## config.mk

```make
export PLATFORM = sky130hd
export DESIGN_NAME = lsmu_ram
export DESIGN_NICKNAME = d
export VERILOG_FILES = /design/src/design/lsmu_ram.sv
export SDC_FILE = /design/constraint.sdc
export NUM_CORES = 2
export LEC_CHECK = 0
export BUFFER_PORTS_ARGS = -buffer_cell sky130_fd_sc_hd__buf_2
export CAP_MARGIN = 5
export CORE_UTILIZATION = 35
export DETAILED_ROUTE_END_ITERATION = 6
export PLACE_DENSITY_LB_ADDON = 0.1
export SLEW_MARGIN = 15
export SYNTH_ARGS = -nofsm -noshare
export SYNTH_HDL_FRONTEND = slang
export SYNTH_SLANG_ARGS = --single-unit
```

## constraint.sdc

```tcl
create_clock -name clk_i -period 3 [get_ports clk_i]
set_input_delay 0.3 -clock clk_i [delete_from_list [all_inputs] [get_ports clk_i]]
set_output_delay 0.3 -clock clk_i [all_outputs]
set_load 0.005 [all_outputs]
```

## src/design/lsmu_ram.sv

```systemverilog
module lsmu_ram #(
  parameter int unsigned WIDTH = 8,
  parameter int unsigned DEPTH = 256
) (
  input  logic                     clk_i,
  input  logic                     en_i,
  input  logic                     we_i,
  input  logic [$clog2(DEPTH)-1:0] addr_i,
  input  logic [WIDTH-1:0]         wdata_i,
  output logic [WIDTH-1:0]         rdata_o
);

  logic [WIDTH-1:0] mem_q [DEPTH];

  always_ff @(posedge clk_i) begin
    if (en_i) begin
      if (we_i) begin
        mem_q[addr_i] <= wdata_i;
      end else begin
        rdata_o <= mem_q[addr_i];
      end
    end
  end

endmodule

```

==> impl_results.md <==
- Status: complete, no violations
- WL final: 221100 um
- Num CTS Buffers: between 200 and 250
- Slowest-stage cell, CP: o41ai_2
- Pleak: 29.73 nW
- Peak supply drop: 553.5 uV
- EDFF count, synth: 2056
- Die width: 475.2 um
- First-pass detailed-route iteration total: 5
- Clk buf depth: 3
- Sequential fraction of the synthesis area: 78.77%
- Rel. slew slack: between 20 and 30%
- Root buffer selected by CTS: clkbuf_16
- Total track usage: roughly a fifth
- Pwr dens: 639.7 nW/um2
- Final HPWL DP: between 100000 and 150000 um
- Post-CTS Setup Inserts: 0
- WL/cell: 30.00 um
- Number of synthesized register bits: 2056
- Dpl cells: 6956
- Final nets: 4230
- CTS sink cnt: 2056
- Die outline height: roughly 480 um
- Reg2reg path depth: 6
- Period utilization: 99.36%
- CP Data Arrival Time: 3540 ps
- Starting Density: 35.26%
- Gr ovfl total: 0
- Finished Layout Cells: 7372
- Iteration-0 DRC Markers: around 4100
- Area growth, synth to finish: 19.99%
- Unique masters post-synth: 21
- Hold Vio Cnt, Final: 0
- Syn Inst Count: approximately 3500
- Top_reg_cell synth: edfxtp_1
- Tot Pwr: 60.16 mW
- Ys async rst share: 0%
- CTS clock-pin slew for the worst setup and hold paths: 60 ps
- Routability cong.: 0.7703
- I/O pin cnt: 27
- Number of global-route vias before repair: 40250
- Worst Setup End Kind: flip-flop
- Final setup viols: 0
- Final min period: 2981 ps
- CTS H-Tree Depth: 4
- Input/output buffers: 26
- Initial antenna violation count: 20
- Clk_lat worst skew: 840 ps
- Maxcap violations: 0
- Via Count: 38860
- Die area: 225800 um2
- CTS tree: yes
- Min-Delay Path Class: primary input to flip-flop
- Slowest stage delay, CP: approximately 860 ps
- Fmax: approximately 340 MHz
- Netlist area before placement: 78380 um2
- DRC violations left: 0
- Avg Cell Area, Syn: 22.23 um2
- PostCTS Resize Cnt: 0
- Cell chain of the critical path: mux4_2 > a22oi_1 > a21oi_1 > o41ai_2 > buf_4 > nand4_1
- First-pass GRT wire length: 313100 um
- Class of the most critical setup path: flip-flop to flip-flop
- Setup Skew: roughly 34 ps
- # rows: 173
- Crit path max fanout: 1
- CORE AREA: 222300 um2
- Synth warn: 0
- RSZ-0062 raised after global routing: false
- Via-to-Cell Ratio: 5.272
- Share of cells above drive strength 1: approximately a third
- Slew of the pin with the lowest slew margin: approximately 1100 ps
- Antenna-violating nets left: 0
- Mapped Nets: between 3000 and 4000
- Slew Viols, Final: 0
- Critical path required time: 3560 ps
- Hold path depth: 3
- Startpoint types: flip-flop
- Largest net degree at the start of global routing: 105
kinds of logic (layout without fill, tap and decap cells):
family | Yosys count | after routing | share of synthesized area, %
flops | 2056 | 2056 | 78.77
mux | 512 | 512 | 14.71
buf+inv | 225 | 1093 | 1.282
simple gates | 317 | 317 | 1.606
other cells | 0 | 3 | 0
compound gates | 416 | 416 | 3.627
worst paths after layout:
| kind | start | end | slack (ps) |
|---|---|---|---|
| max | mem_q[239][5] | rdata_o[5] | 20 |
| min | en_i | rdata_o[4] | 120 |
| max reg2reg | mem_q[239][5] | rdata_o[5] | 20 |
| min reg2reg | mem_q[244][1] | rdata_o[1] | 1150 |
through the flow:
stage / hold slack, ps / TNS, ps / util, % / setup WS, ps / cell area [um2]
after floorplan: 398.9 / 0 / - / 404.5 / 78380
after global placement: 724.3 / -3167 / 39.26 / -842.5 / 87280
after detailed placement: 722.9 / -2698 / 39.26 / -518.7 / 87280
after CTS: 37.28 / 0 / 42.30 / 46.90 / 94030
after global routing: 67.85 / 0 / 42.30 / 14.84 / 94040
final: 122.7 / 0 / 42.31 / 19.30 / 94050
cell usage in the layout, fill, tap and decap left out, types with 2 or more instances in the layout:
cell type and instances:
nand3_1 4, dlygate4sd3_1 9, bufinv_16 9, mux4_2 512, clkinv_2 46, clkinv_1 54, clkinv_8 2, buf_8 10
inv_16 2, diode_2 3, nand2b_2 2, buf_12 75, nor2b_1 5, nand4_1 8, edfxtp_1 2056, clkbuf_16 223
nand2_2 17, inv_6 4, nor2_1 258, buf_2 16, nand2_1 13, o41ai_1 27, buf_4 579, nor2b_4 2
clkbuf_1 55, clkinvlp_4 8, a22oi_1 256, nor3b_1 2, a21oi_1 128, o41ai_2 5
area by class of cell:
cell class,count,area (um2)
Sequential cell,2056,61740
Clock buffer,278,5787
Multi-Input combinational cell,1245,15740
Antenna cell,3,7.507
Fill cell,19410,128300
Tap cell,2975,3722
Timing Repair Buffer,689,6168
Clock inverter,126,879.6
Yosys cell counts, drive strengths merged, types with 4 or more instances:
cell type	number	area, um2
clkbuf	143	536.8
o41ai	32	280.3
nand2	30	112.6
nor2	259	972.2
mux4	512	11530
a21oi	128	640.6
a22oi	256	1922
buf	82	468.0
edfxtp	2056	61740
nor2b	7	43.79
nand3	4	20.02
nand4	8	50.05
state kept, by name (all words and copies together), names as in the netlist:
register  cells
rdata_o       8
mem_q      2048
timing repair:
action | in CTS | in global routing
hold endpoints to repair | 326 | 9
endpoints found under the setup margin | 0 | 0
hold buffers | 8 | 1
where the power goes:
| part | leakage, nW | internal, mW | switching, mW | total (mW) |
|---|---|---|---|---|
| clock | 3.26 | 14.3 | 11.1 | 25.5 |
| combinational | 7.99 | 1.19 | 1.83 | 3.02 |
| sequential | 18.5 | 31.6 | 0.0245 | 31.7 |
| total | 29.7 | 47.2 | 13.0 | 60.2 |
metal layers:
layer	part of all wire, %	wire length [um]	vias up	global-route usage [%]
met1	45	99820	21080	28.68
li1	-	-	16420	-
met3	5.5	12060	267	3.288
met4	2.3	5164	4	5.127
met2	47	104100	1101	30.86
met5	0.012	27	-	0
worst max-delay path, delay by kind of cell (launching register included):
| family | cells | cell delay (ps) |
|---|---|---|
| buffers and inverters | 1 | 270 |
| and+or+nand+nor | 1 | 100 |
| muxes | 1 | 510 |
| DFF | 1 | 370 |
| AOI/OAI and AO/OA | 3 | 1470 |
(Power assumes the default switching activity.)
